`src/tsm_pkg.sv`:
```
// Shared constants and types for the timed sign-magnitude frame sender.
package tsm_pkg;

  localparam int VALUE_W   = 20;
  localparam int UNIT_W    = 16;
  localparam int TICKS_W   = 20;
  localparam int STATUS_W  = 2;
  localparam int MAG_W     = 12;
  localparam int DATA_BITS = 12;
  localparam int BIDX_W    = 4;
  localparam int DVEC_W    = 1 << BIDX_W;

  localparam logic [STATUS_W-1:0] ST_TICK      = 2'd0;
  localparam logic [STATUS_W-1:0] ST_SENT      = 2'd1;
  localparam logic [STATUS_W-1:0] ST_RANGE_ERR = 2'd2;
  localparam logic [STATUS_W-1:0] ST_BUSY_ERR  = 2'd3;

  typedef struct packed {
    logic                line_level;
    logic [STATUS_W-1:0] status;
    logic                busy_res;
  } result_t;

endpackage

```
`src/tsm_req_if.sv`:
```
// Request channel: op and value words with valid/ready handshake.
interface tsm_req_if;
  import tsm_pkg::*;

  logic                      valid;
  logic                      ready;
  logic                      op;
  logic signed [VALUE_W-1:0] value;

  modport source (output valid, output op, output value, input ready);
  modport sink (input valid, input op, input value, output ready);
endinterface

```
`src/tsm_rsp_if.sv`:
```
// Result channel: line level, status and busy words with valid/ready handshake.
interface tsm_rsp_if;
  import tsm_pkg::*;

  logic                valid;
  logic                ready;
  logic                line_level;
  logic [STATUS_W-1:0] status;
  logic                busy_res;

  modport source (output valid, output line_level, output status, output busy_res,
                  input ready);
  modport sink (input valid, input line_level, input status, input busy_res,
                output ready);
endinterface

```
`src/timed_sign_magnitude_frame_sender.sv`:
```
// Timed sign-magnitude frame sender: request handling, frame timing and result queue.
//
// Every request word produces exactly one result word, and one request word is
// taken per clock while the queue has room. The frame state updates in the cycle
// a word is accepted and the result goes into a two-entry output queue, so input
// ready drops only when both queue entries wait on the result side. The magnitude
// conversion runs in a two-stage multiplier pipeline (scale by 10000, then divide
// by 10 through a reciprocal multiply); a sent value passes mag_q, t5_q and
// magnitude_bits long before the data bits go out. A phase length is taken from
// unit_ticks when the phase starts; a unit_ticks of zero counts as one.
module timed_sign_magnitude_frame_sender (
  input  logic                    clk,
  input  logic                    rst,
  input  logic                    cfg_we,
  input  logic [tsm_pkg::UNIT_W-1:0] cfg_data,
  tsm_req_if.sink                 req,
  tsm_rsp_if.source               rsp
);
  import tsm_pkg::*;

  localparam logic [2:0] PH_IDLE  = 3'd0;
  localparam logic [2:0] PH_START = 3'd1;
  localparam logic [2:0] PH_GAP   = 3'd2;
  localparam logic [2:0] PH_SIGN  = 3'd3;
  localparam logic [2:0] PH_DATA  = 3'd4;

  localparam logic [VALUE_W:0]       LIMIT_Q16 = (VALUE_W+1)'(262144);
  localparam logic [BIDX_W:0]        LAST_BIT  = (BIDX_W+1)'(DATA_BITS);

  logic [UNIT_W-1:0]  unit_ticks;
  logic [2:0]         phase, phase_next;
  logic [BIDX_W-1:0]  bit_index, bit_index_next;
  logic [TICKS_W-1:0] ticks_left, ticks_left_next;
  logic               sign_bit, sign_bit_next;
  logic               line_reg, line_reg_next;
  logic [STATUS_W-1:0] status_next;
  logic               mag_load;

  logic [18:0]        mag_q;
  logic [15:0]        t5_q;
  logic [MAG_W-1:0]   magnitude_bits;

  logic               neg;
  logic [VALUE_W:0]   mag;
  logic [UNIT_W-1:0]  unit;
  logic [TICKS_W-1:0] len10, len15;
  logic [BIDX_W:0]    bit_inc;
  logic [DVEC_W-1:0]  data_vec;
  logic [32:0]        prod_scale;
  logic [32:0]        prod_div;

  result_t            res_new;
  result_t            q0, q1;
  logic [1:0]         count;
  logic               push, pop;

  // Configuration register
  always_ff @(posedge clk) begin
    if (rst) begin
      unit_ticks <= UNIT_W'(1);
    end else if (cfg_we) begin
      unit_ticks <= cfg_data;
    end
  end

  assign unit  = (unit_ticks == '0) ? UNIT_W'(1) : unit_ticks;
  assign len10 = ({4'b0, unit} << 3) + ({4'b0, unit} << 1);
  assign len15 = ({4'b0, unit} << 4) - {4'b0, unit};

  assign neg = req.value[VALUE_W-1];
  assign mag = neg ? ((VALUE_W+1)'(1 << VALUE_W) - {1'b0, req.value})
                   : {1'b0, req.value};

  assign data_vec = {{(DVEC_W-MAG_W){1'b0}}, magnitude_bits};
  assign bit_inc  = {1'b0, bit_index} + (BIDX_W+1)'(1);

  always_comb begin
    phase_next      = phase;
    bit_index_next  = bit_index;
    ticks_left_next = ticks_left;
    sign_bit_next   = sign_bit;
    line_reg_next   = line_reg;
    status_next     = ST_TICK;
    mag_load        = 1'b0;
    if (!req.op) begin
      if (phase != PH_IDLE) begin
        if (ticks_left > TICKS_W'(1)) begin
          ticks_left_next = ticks_left - TICKS_W'(1);
        end else begin
          unique case (phase)
            PH_START: begin
              phase_next      = PH_GAP;
              line_reg_next   = 1'b0;
              ticks_left_next = len10;
            end
            PH_GAP: begin
              phase_next      = PH_SIGN;
              line_reg_next   = sign_bit;
              ticks_left_next = len10;
            end
            PH_SIGN: begin
              phase_next      = PH_DATA;
              bit_index_next  = '0;
              line_reg_next   = data_vec[0];
              ticks_left_next = len10;
            end
            PH_DATA: begin
              if (bit_inc < LAST_BIT) begin
                bit_index_next  = bit_inc[BIDX_W-1:0];
                line_reg_next   = data_vec[bit_inc[BIDX_W-1:0]];
                ticks_left_next = len10;
              end else begin
                phase_next      = PH_IDLE;
                bit_index_next  = '0;
                line_reg_next   = 1'b0;
                ticks_left_next = '0;
              end
            end
            default: begin
              phase_next      = PH_IDLE;
              line_reg_next   = 1'b0;
              ticks_left_next = '0;
            end
          endcase
        end
      end
    end else begin
      priority if (mag > LIMIT_Q16) begin
        status_next = ST_RANGE_ERR;
      end else if (phase != PH_IDLE) begin
        status_next = ST_BUSY_ERR;
      end else begin
        status_next     = ST_SENT;
        mag_load        = 1'b1;
        sign_bit_next   = neg;
        phase_next      = PH_START;
        bit_index_next  = '0;
        line_reg_next   = 1'b1;
        ticks_left_next = len15;
      end
    end
  end

  assign push = req.valid && req.ready;
  assign pop  = rsp.valid && rsp.ready;

  // Frame state
  always_ff @(posedge clk) begin
    if (rst) begin
      phase      <= PH_IDLE;
      bit_index  <= '0;
      ticks_left <= '0;
      sign_bit   <= 1'b0;
      line_reg   <= 1'b0;
    end else if (push) begin
      phase      <= phase_next;
      bit_index  <= bit_index_next;
      ticks_left <= ticks_left_next;
      sign_bit   <= sign_bit_next;
      line_reg   <= line_reg_next;
    end
  end

  // Magnitude pipeline: scale to ten-thousandths, then round half-up to thousandths
  assign prod_scale = 33'(mag_q) * 33'(14'd10000);
  assign prod_div   = 33'(t5_q) * 33'(17'd52429);

  always_ff @(posedge clk) begin
    if (push && mag_load) begin
      mag_q <= mag[18:0];
    end
    t5_q           <= prod_scale[31:16] + 16'd5;
    magnitude_bits <= prod_div[30:19];
  end

  // Result queue
  assign res_new.line_level = line_reg_next;
  assign res_new.status     = status_next;
  assign res_new.busy_res   = (phase_next != PH_IDLE);

  always_ff @(posedge clk) begin
    if (rst) begin
      count <= '0;
    end else begin
      unique case ({push, pop})
        2'b10:   count <= count + 2'd1;
        2'b01:   count <= count - 2'd1;
        default: count <= count;
      endcase
    end
  end

  always_ff @(posedge clk) begin
    unique case ({push, pop})
      2'b10: begin
        if (count == 2'd0) begin
          q0 <= res_new;
        end else begin
          q1 <= res_new;
        end
      end
      2'b01: begin
        q0 <= q1;
      end
      2'b11: begin
        if (count == 2'd1) begin
          q0 <= res_new;
        end else begin
          q0 <= q1;
          q1 <= res_new;
        end
      end
      default: begin
        q0 <= q0;
      end
    endcase
  end

  assign req.ready      = (count != 2'd2);
  assign rsp.valid      = (count != 2'd0);
  assign rsp.line_level = q0.line_level;
  assign rsp.status     = q0.status;
  assign rsp.busy_res   = q0.busy_res;

endmodule
```
`src/flat_wrapper.sv`:
```
// flat-port wrapper written by rule: the top's interface ports become plain ports
module timed_sign_magnitude_frame_sender_flat import tsm_pkg::*;
  (clk, rst, cfg_we, cfg_data, req_valid, req_op, req_value, req_ready, rsp_valid, rsp_line_level, rsp_status, rsp_busy_res, rsp_ready);
  tsm_req_if req_i ();
  tsm_rsp_if rsp_i ();
  input  logic clk;
  input  logic rst;
  input  logic cfg_we;
  input  logic [tsm_pkg::UNIT_W-1:0] cfg_data;
  input wire logic [$bits(req_i.valid)-1:0] req_valid;
  input wire logic [$bits(req_i.op)-1:0] req_op;
  input wire logic [$bits(req_i.value)-1:0] req_value;
  output wire logic [$bits(req_i.ready)-1:0] req_ready;
  output wire logic [$bits(rsp_i.valid)-1:0] rsp_valid;
  output wire logic [$bits(rsp_i.line_level)-1:0] rsp_line_level;
  output wire logic [$bits(rsp_i.status)-1:0] rsp_status;
  output wire logic [$bits(rsp_i.busy_res)-1:0] rsp_busy_res;
  input wire logic [$bits(rsp_i.ready)-1:0] rsp_ready;
  assign req_i.valid = req_valid;
  assign req_i.op = req_op;
  assign req_i.value = req_value;
  assign req_ready = req_i.ready;
  assign rsp_valid = rsp_i.valid;
  assign rsp_line_level = rsp_i.line_level;
  assign rsp_status = rsp_i.status;
  assign rsp_busy_res = rsp_i.busy_res;
  assign rsp_i.ready = rsp_ready;
  timed_sign_magnitude_frame_sender u_core (.clk(clk), .rst(rst), .cfg_we(cfg_we), .cfg_data(cfg_data), .req(req_i), .rsp(rsp_i));
endmodule
```
`config.mk`:
```
export PLATFORM = sky130hd
export DESIGN_NAME = timed_sign_magnitude_frame_sender_flat
export DESIGN_NICKNAME = d
export VERILOG_FILES = /design/src/tsm_pkg.sv /design/src/tsm_req_if.sv /design/src/tsm_rsp_if.sv /design/src/timed_sign_magnitude_frame_sender.sv /design/src/flat_wrapper.sv
export SDC_FILE = /design/constraint.sdc
export NUM_CORES = 1
export LEC_CHECK = 0
export BUFFER_PORTS_ARGS = -buffer_cell sky130_fd_sc_hd__buf_2
export CORE_MARGIN = 2
export CORE_UTILIZATION = 40
export CTS_CLUSTER_SIZE = 25
export DETAILED_ROUTE_END_ITERATION = 16
export PLACE_DENSITY = 0.61
export SYNTH_ARGS = -nofsm -noshare
export SYNTH_HDL_FRONTEND = slang
export SYNTH_SLANG_ARGS = --single-unit
export TNS_END_PERCENT = 30
```
`constraint.sdc`:
```
create_clock -name clk -period 6.8 [get_ports clk]
set_clock_uncertainty 0.05 [all_clocks]
set_input_delay 0.34 -clock clk [delete_from_list [all_inputs] [get_ports clk]]
set_output_delay 0.34 -clock clk [all_outputs]
set_load 0.005 [all_outputs]
```
## After elaboration in Yosys (flattened, before gate mapping)

Index checks and enable logic that the tools add are counted.

- Bits in registers: 102
- Bits in latches: 0
- Bits in writable memories: 0
- Memory bits (read-only): 0
- Bits of input ports: 42
- Output and inout bits: 6
- Memories kept: 0

- Add/subtract/negate cells: 8
- Multipliers: 2
- Div/mod/pow operators: 0
- Magnitude comparators: 4
- Equality and inequality tests: 15
- Shifts and indexed selects: 0
- Multiplexer cells: 45
- Bitwise operators: 2
- Reduce and logical (&&, ||, !) cells: 19

Operators by type and width:

| kind | count |
|---|---|
| 20-bit two-way mux | 6 |
| 4-bit two-way mux | 10 |
| 20-bit case mux with 2 select lines | 1 |
| 16-bit by 16-bit multiplier with 31-bit output (second input constant) | 1 |
| 19-bit by 10-bit multiplier with 28-bit output (second input constant) | 1 |
| 21-bit by 19-bit greater-than comparator with 1-bit output (second input constant) | 1 |
| 21-bit two-way mux | 1 |
| 21-bit by 20-bit subtractor with 21-bit output (first input constant) | 1 |
| 19-bit by 17-bit adder with 20-bit output | 1 |
| 20-bit by 1-bit greater-than comparator with 1-bit output (second input constant) | 1 |
| 20-bit by 1-bit subtractor with 20-bit output (second input constant) | 1 |
| 20-bit by 16-bit subtractor with 20-bit output | 1 |
| 3-bit two-way mux | 6 |
| 16-bit by 3-bit adder with 16-bit output (second input constant) | 1 |
| 16-bit zero test | 1 |
| 16-bit two-way mux | 1 |
| 4-bit case mux with 2 select lines | 2 |
| 2-bit != test (second input constant) | 6 |
| 3-bit case mux with 4 select lines | 1 |
| 4-bit case mux with 3 select lines | 1 |
| 3-bit nonzero test | 4 |
| 1-bit two-way mux | 10 |
| 4-bit AND reduction | 2 |
| 2-bit nonzero test | 4 |
| 22 further kinds | 30 |

## Logic depth before layout (Yosys ltp)

Gate-level depths: netlist of run 1.

- Word-level depth: 10
- Gate-level depth with buffers: 24
- Mapped depth without buffers: 24

## Worst setup path before layout of run 1

OpenSTA, ideal clock, no wires.

- Path kind: register to register
- From: register u_core.t5_q[7]
- To: register u_core.magnitude_bits[10]
- Setup time: 123 ps
- Arrival time: 5,788 ps
- Setup slack: 839 ps
- Cell stages (with the launch flop): 20
- Period minus slack after synthesis: 5,961 ps
- Path through: dfxtp_1 > ha_1 > inv_1 > fa_1 > inv_1 > fa_1 > fa_1 > fa_1 > inv_1 > fa_1 > inv_1 > ha_1 > and4_1 > a221o_1 > a2111oi_0 > o21a_1 > o31ai_1 > o41ai_1 > o21bai_1 > xor2_1

- Cells in the longest elaborated chain, start to end: 1

RTL lines:

| item | RTL line | source |
|---|---|---|
| start, declared | timed_sign_magnitude_frame_sender.sv:40 | `logic [15:0] t5_q;` |
| start signal, assigned | timed_sign_magnitude_frame_sender.sv:172 | `t5_q <= prod_scale[31:16] + 16'd5;` |
| 16-bit by 16-bit multiplier with 31-bit output | timed_sign_magnitude_frame_sender.sv:166 | `assign prod_div = 33'(t5_q) * 33'(17'd52429);` |
| via u_core.prod_div[29] | timed_sign_magnitude_frame_sender.sv:50 | `logic [32:0] prod_div;` |
| end signal, assigned | timed_sign_magnitude_frame_sender.sv:173 | `magnitude_bits <= prod_div[30:19];` |
| end, declared | timed_sign_magnitude_frame_sender.sv:41 | `logic [MAG_W-1:0] magnitude_bits;` |

The timed path passes the listed nets, and every way through them passes these cells.
A chain may end at the register's enable or synchronous reset.

## Final worst setup path of run 1

- From: register u_core.t5_q[7]
- To: register u_core.magnitude_bits[11]

The elaborated chain is that of the path after synthesis.

==> results.tsv, run 1 <==
metric	value	unit
clock-sinks	102	
syn_nets	2013	
cp-end-kind	flip-flop	
worst_pin_slew	0.9141	ns
insertedDiodeCount	0	
crit-reg2reg-launch	u_core.t5_q[7]	
grt_pass1_vias	10970	
syn2layout_area_growth	6.488	%
min_path_type	input port to flip-flop	
synthMuxAreaShare	0.02195	
synth.largest_area_cell	ha_1	
critPathRequiredTime	7.00	ns
clkTransAtPathRegs	0.08	ns
insertion_delay	0.36	ns
port-buffer-count	47	
synth_area_leaders	ha_1, fa_1, dfxtp_1	
die_w	192.0	um
avgSynthCellArea	8.779	um^2
synth_compound_area_frac	0.1388	
maxCapViolCount	0	
grt_antenna_before_repair	0	
outcome	finished clean	
yosysWarnings	0	
final_nets	2021	
die_y	192.0	um
synth-edff-count	27	
synth_top_family_by_area	adder cells	
wirelength	30.61	mm
hold_end	u_core.unit_ticks[1]	
hold_violations	0	
drive_gt1_frac	0.05484	
clockRootBuffer	clkbuf_16	
post_cts_buffers	0	
crit_slowest_cell	fa_1	
gp_congestion	0.8855	
cts_tree	done	
synthFlopType	dfxtp_1	
r2r_end	u_core.magnitude_bits[11]	
finalCriticalPeriod	6.231	ns
clock_path_buffers	2	
postLayoutCoreUtil	0.4336	
reg2regPathDepth	20	
syn_area	0.01413	mm^2
cts.htree.levels	3	
hpwl	25.71	mm
rrSetupSlack	0.57	ns
io_pins	48	
cp_cell_sequence	ha_1, inv_1, fa_1, inv_1, fa_1, fa_1, fa_1, inv_1, fa_1, inv_1, ha_1, and4_1, a221o_1, a2111oi_0, o21a_1, o31ai_1, o41ai_1, buf_4, nor2_1, a211oi_1	
max_slew_margin	0.3748	
slew_viol_final	0	
synth_top_area_share	0.2107	
hold_path.startpoint	cfg_data[1]	
dr_total_vias	10690	
start_util	0.4072	
num_rows	68	
ant_nets	0	
yosysSeqAreaShare	0.1636	
synth_xor_area_frac	0.06816	
worstSetupPathType	flip-flop to flip-flop	
top_regs	u_core.ticks_left x20, u_core.mag_q x19	
vias_per_cell	5.142	
rsz0062_at_grt	false	
synthTopCellsByCount	inv_1, ha_1, fa_1, nor2_1, xnor2_1	
grt_max_degree	47	
synth-simple-area-share	0.1206	
synth-seq-cells	102	
drc_errors	0	
cts.hold.buffers_added	0	
setup_tns	0	ns
avgRoutedWirePerCell	14.73	um
die-area	0.03686	mm^2
cp.arrival	6.43	ns
max_freq	160.5	MHz
synth_cells	1610	
synth_cell_types	72	
grt_use_total	0.1781	
async_flop_share	0	
cp_common_cell	fa_1	
hold_depth	3	
numCtsBuffers	9	
cts_resized	0	
crit_fanout	5	
fillCellCount	3450	
synth.most_common_cell	inv_1	
fin_crit_sh	0.9163	
largest_reg_flops	20	
largest_register	u_core.ticks_left	
cp_slowest_stage_delay	0.55	ns
core	0.03471	mm^2
worstSetupStartpointType	flip-flop	
dr.pass1.iters	5	
grt_pass1_wl	53.52	mm
gr-total-overflow	0	
drtIter0Drc	425	
synthAdderAreaFrac	0.3849	
setup_viol_count_final	0	
-- worst max-delay path: cells and delay by family (launching register included) --
kind / cells / cell delay (ns)
adders and majority gates: 7 / 3.30
AOI/OAI and AO/OA: 6 / 1.69
buffers and inverters: 5 / 0.44
DFF: 1 / 0.38
and+or+nand+nor: 2 / 0.27
-- cell families after synthesis --
logic type / Yosys count
buffers and inverters: 383
adders and majority gates: 361
and+or+nand+nor: 340
AOI/OAI and AO/OA: 287
xor gates and xnor gates: 110
DFF: 102
muxes: 27
-- worst max path at each step --
stage	start	end	slack [ns]	cells after the start
2_1_floorplan	u_core.t5_q[7]	u_core.magnitude_bits[10]	0.84	19
3_3_place_gp	u_core.t5_q[7]	u_core.magnitude_bits[10]	0.69	20
3_5_place_dp	u_core.t5_q[7]	u_core.magnitude_bits[10]	0.60	20
4_1_cts	u_core.t5_q[7]	u_core.magnitude_bits[11]	0.54	20
5_1_grt	u_core.t5_q[8]	u_core.magnitude_bits[11]	0.19	20
6_report	u_core.t5_q[7]	u_core.magnitude_bits[11]	0.57	20
-- final cells by class --
cell class	instances	area, um^2	share of cell area
Clock inverter	6	45.04	0.002993
Clock buffer	10	229.0	0.01521
Sequential cell	102	2312	0.1536
Tap cell	455	569.3	0.03782
Inverter	326	1224	0.08130
Multi-Input combinational cell	1125	10390	0.6899
Timing Repair Buffer	54	287.8	0.01912
-- metal layers --
metal / track usage / routed length (um)
met1: 0.2517 / 15340
met5: 0 / 0
met3: 0.01608 / 895
met4: 0.03494 / 265
met2: 0.2978 / 14100
-- through the flow --
step | cell area (um^2) | hold WS (ns) | instances | setup WS [ns]
finish | 15050 | 0.1614 | 2078 | 0.5693
global route | 15050 | 0.1697 | 2078 | 0.1923
CTS | 15050 | 0.1538 | 2078 | 0.5378
detailed placement | 14780 | 0.4097 | 2062 | 0.5953
global placement | 14780 | 0.4097 | 2062 | 0.6942
floorplan | 14130 | 0.3871 | 1610 | 0.8387
-- cells in the final DEF, fill, tap and decap left out, drive strengths merged, types with 8 or more instances in the layout --
| cell | n |
|---|---|
| clkbuf | 10 |
| or4 | 11 |
| o21a | 15 |
| a211oi | 22 |
| nor3 | 44 |
| ha | 238 |
| edfxtp | 27 |
| nor4 | 13 |
| o21ai | 48 |
| inv | 329 |
| a21oi | 63 |
| or3 | 17 |
| a31oi | 10 |
| buf | 54 |
| fa | 123 |
| mux2i | 22 |
| o31ai | 11 |
| and3 | 8 |
| nor2 | 93 |
| nand2b | 11 |
| dfxtp | 75 |
| o211ai | 15 |
| a211o | 8 |
| and2 | 12 |
| nand3 | 23 |
| xor2 | 33 |
| nand2 | 69 |
| a21o | 29 |
| xnor2 | 77 |
Power of run 1 is not shown: default switching activity piles up to over one toggle a cycle in this logic, so the estimate is an artifact.
==> run 2: changes to the inputs <==
--- a/config.mk
+++ b/config.mk
@@ -5,6 +5,7 @@
 export SDC_FILE = /design/constraint.sdc
 export NUM_CORES = 1
 export LEC_CHECK = 0
+export ABC_AREA = 1
 export BUFFER_PORTS_ARGS = -buffer_cell sky130_fd_sc_hd__buf_2
 export CORE_MARGIN = 2
 export CORE_UTILIZATION = 40
==> constraint.sdc (replaced) <==
create_clock -name clk -period 6.1 [get_ports clk]
set_clock_uncertainty 0.05 [all_clocks]
set_input_delay 0.305 -clock clk [delete_from_list [all_inputs] [get_ports clk]]
set_output_delay 0.305 -clock clk [all_outputs]
set_load 0.005 [all_outputs]
==> run 2 against run 1 <==
Compared with the run above:
- global-route usage is 1.7 points higher
- via count is 18% higher
- die area is 6.2% higher
- cell count is 23% higher
- utilization is 0.47 points lower
- final area is 6.3% higher
- register-to-register slack hardly changed
- clock-buffer cell count is 1 lower
- sequential share of layout area is 0.91 points lower
- synthesized cell count is 27% higher
- fmax is 12% higher
- worst hold slack worse by 0.077 ns
- critical path type unchanged
==> results.tsv, run 2 <==
metric	value	unit
setup_tns	0	ns
dr_total_vias	12640	
cts_resized	0	
die_y	197.9	um
grt_pass1_wl	61.35	mm
synthMuxAreaShare	0	
ant_nets	0	
path_buf_inv	4	
yosysWarnings	0	
drive_gt1_frac	0.05304	
worstSetupPathType	flip-flop to flip-flop	
syn2layout_area_growth	6.451	%
synth_xor_area_frac	0.04137	
grt_pass1_vias	12850	
vias_per_cell	4.959	
hold_violations	0	
synth_cells	2048	
insertion_delay	0.38	ns
cp_cell_sequence	ha_1, xor2_1, ha_1, fa_1, inv_1, fa_1, inv_1, fa_1, inv_1, fa_1, inv_1, ha_1, nand2_1, nor4_1, nand4_1, nand3_1, a21oi_1, o31ai_1, xor2_1	
fillCellCount	3823	
grt_use_total	0.1949	
gr-total-overflow	0	
synth_area_leaders	ha_1, fa_1, inv_1	
crit_slowest_cell	fa_1	
io_pins	48	
syn_nets	2451	
max_slew_margin	0.2868	
core	0.03731	mm^2
synth.most_common_cell	inv_1	
hold_depth	2	
cts.hold.buffers_added	0	
wirelength	36.24	mm
cp_slowest_stage_delay	0.54	ns
final_nets	2472	
num_rows	71	
finalCriticalPeriod	5.541	ns
cts.htree.levels	3	
postLayoutCoreUtil	0.4289	
grt_antenna_before_repair	0	
cp_num_cells	19	
gp_congestion	0.9116	
cts_tree	done	
final_cell_mix	inv_1, nand2_1, ha_1	
synth_top_family_by_area	adder cells	
clockRootBuffer	clkbuf_16	
min_path_type	input port to flip-flop	
start_util	0.4029	
avgRoutedWirePerCell	14.22	um
die_w	197.9	um
hold_slack	0.08449	ns
worstSetupStartpointType	flip-flop	
worst_pin_slew	1.069	ns
rsz0062_at_grt	false	
maxCapViolCount	0	
async_flop_share	0	
outcome	finished clean	
synth_compound_area_frac	0.1122	
synth-seq-cells	102	
top_regs	u_core.ticks_left x20, u_core.mag_q x19	
cp.arrival	5.80	ns
slew_viol_final	0	
largest_register	u_core.ticks_left	
synth-simple-area-share	0.2051	
syn_area	0.01503	mm^2
crit_fanout	6	
post_cts_buffers	0	
max_freq	180.5	MHz
synth_top_area_share	0.1981	
fin_crit_sh	0.9084	
insertedDiodeCount	0	
cp_top_family	adder cells	
synth_cell_types	49	
die-area	0.03915	mm^2
synth-edff-count	27	
setup_viol_count_final	0	
yosysSeqAreaShare	0.1538	
clock_path_buffers	2	
reg2regPathDepth	19	
dr.pass1.iters	5	
clock-sinks	102	
numCtsBuffers	9	
avgSynthCellArea	7.340	um^2
synth.largest_area_cell	ha_1	
drc_errors	0	
port-buffer-count	47	
synthTopCellsByCount	inv_1, nand2_1, ha_1, nor2_1, a21oi_1	
clkTransAtPathRegs	0.09	ns
synthFlopType	dfxtp_1	
synthAdderAreaFrac	0.3619	
cp-end-kind	flip-flop	
layout_commonest_cell	inv_1	
hpwl	31.01	mm
largest_reg_flops	20	
grt_max_degree	34	
critPathRequiredTime	6.36	ns
drtIter0Drc	579	
## run 2: path summary, 6_finish.rpt
path | start | end | slack, ns
setup reg to reg | u_core.t5_q[4] | u_core.magnitude_bits[10] | 0.56
setup / recovery | u_core.t5_q[4] | u_core.magnitude_bits[10] | 0.56
hold reg to reg | u_core.ticks_left[7] | u_core.ticks_left[7] | 0.41
hold / removal | cfg_we | u_core.unit_ticks[0] | 0.08
## run 2: logic make-up (layout without fill, tap and decap cells)
logic type / Yosys count / after routing
AO/OA/AOI/OAI: 307 / 307
XOR/XNOR: 71 / 71
adder cells (fa/ha/maj): 361 / 361
buffers and inverters: 494 / 520
flip-flops: 102 / 102
AND/OR/NAND/NOR: 713 / 713
## run 2: per-stage QoR
| step | worst slack (ns) | area (um^2) | std cells |
|---|---|---|---|
| 2_1_floorplan | 1.080 | 15030 | 2048 |
| 3_3_place_gp | 0.7486 | 15690 | 2532 |
| 3_5_place_dp | 0.6091 | 15690 | 2532 |
| 4_1_cts | 0.5872 | 16000 | 2548 |
| 5_1_grt | 0.1958 | 16000 | 2548 |
| 6_report | 0.5590 | 16000 | 2548 |
## run 2: area by class of cell
type                            instances  area [um^2]  share of cell area
Clock buffer                            9        225.2             0.01407
Sequential cell                       102         2312              0.1445
Inverter                              457         1715              0.1072
Timing Repair Buffer                   47        235.2             0.01470
Multi-Input combinational cell       1452        10830              0.6769
Clock inverter                          7        88.84            0.005552
Tap cell                              474        593.1             0.03706
## run 2: metal layers
layer,share of wire,GRT usage,vias up
met3,0.032,0.02197,39
met2,0.46,0.3369,193
met4,0.021,0.05430,0
li1,-,-,6547
met5,0,0,-
met1,0.48,0.2572,5856
Power of run 2 is left out for the same reason.
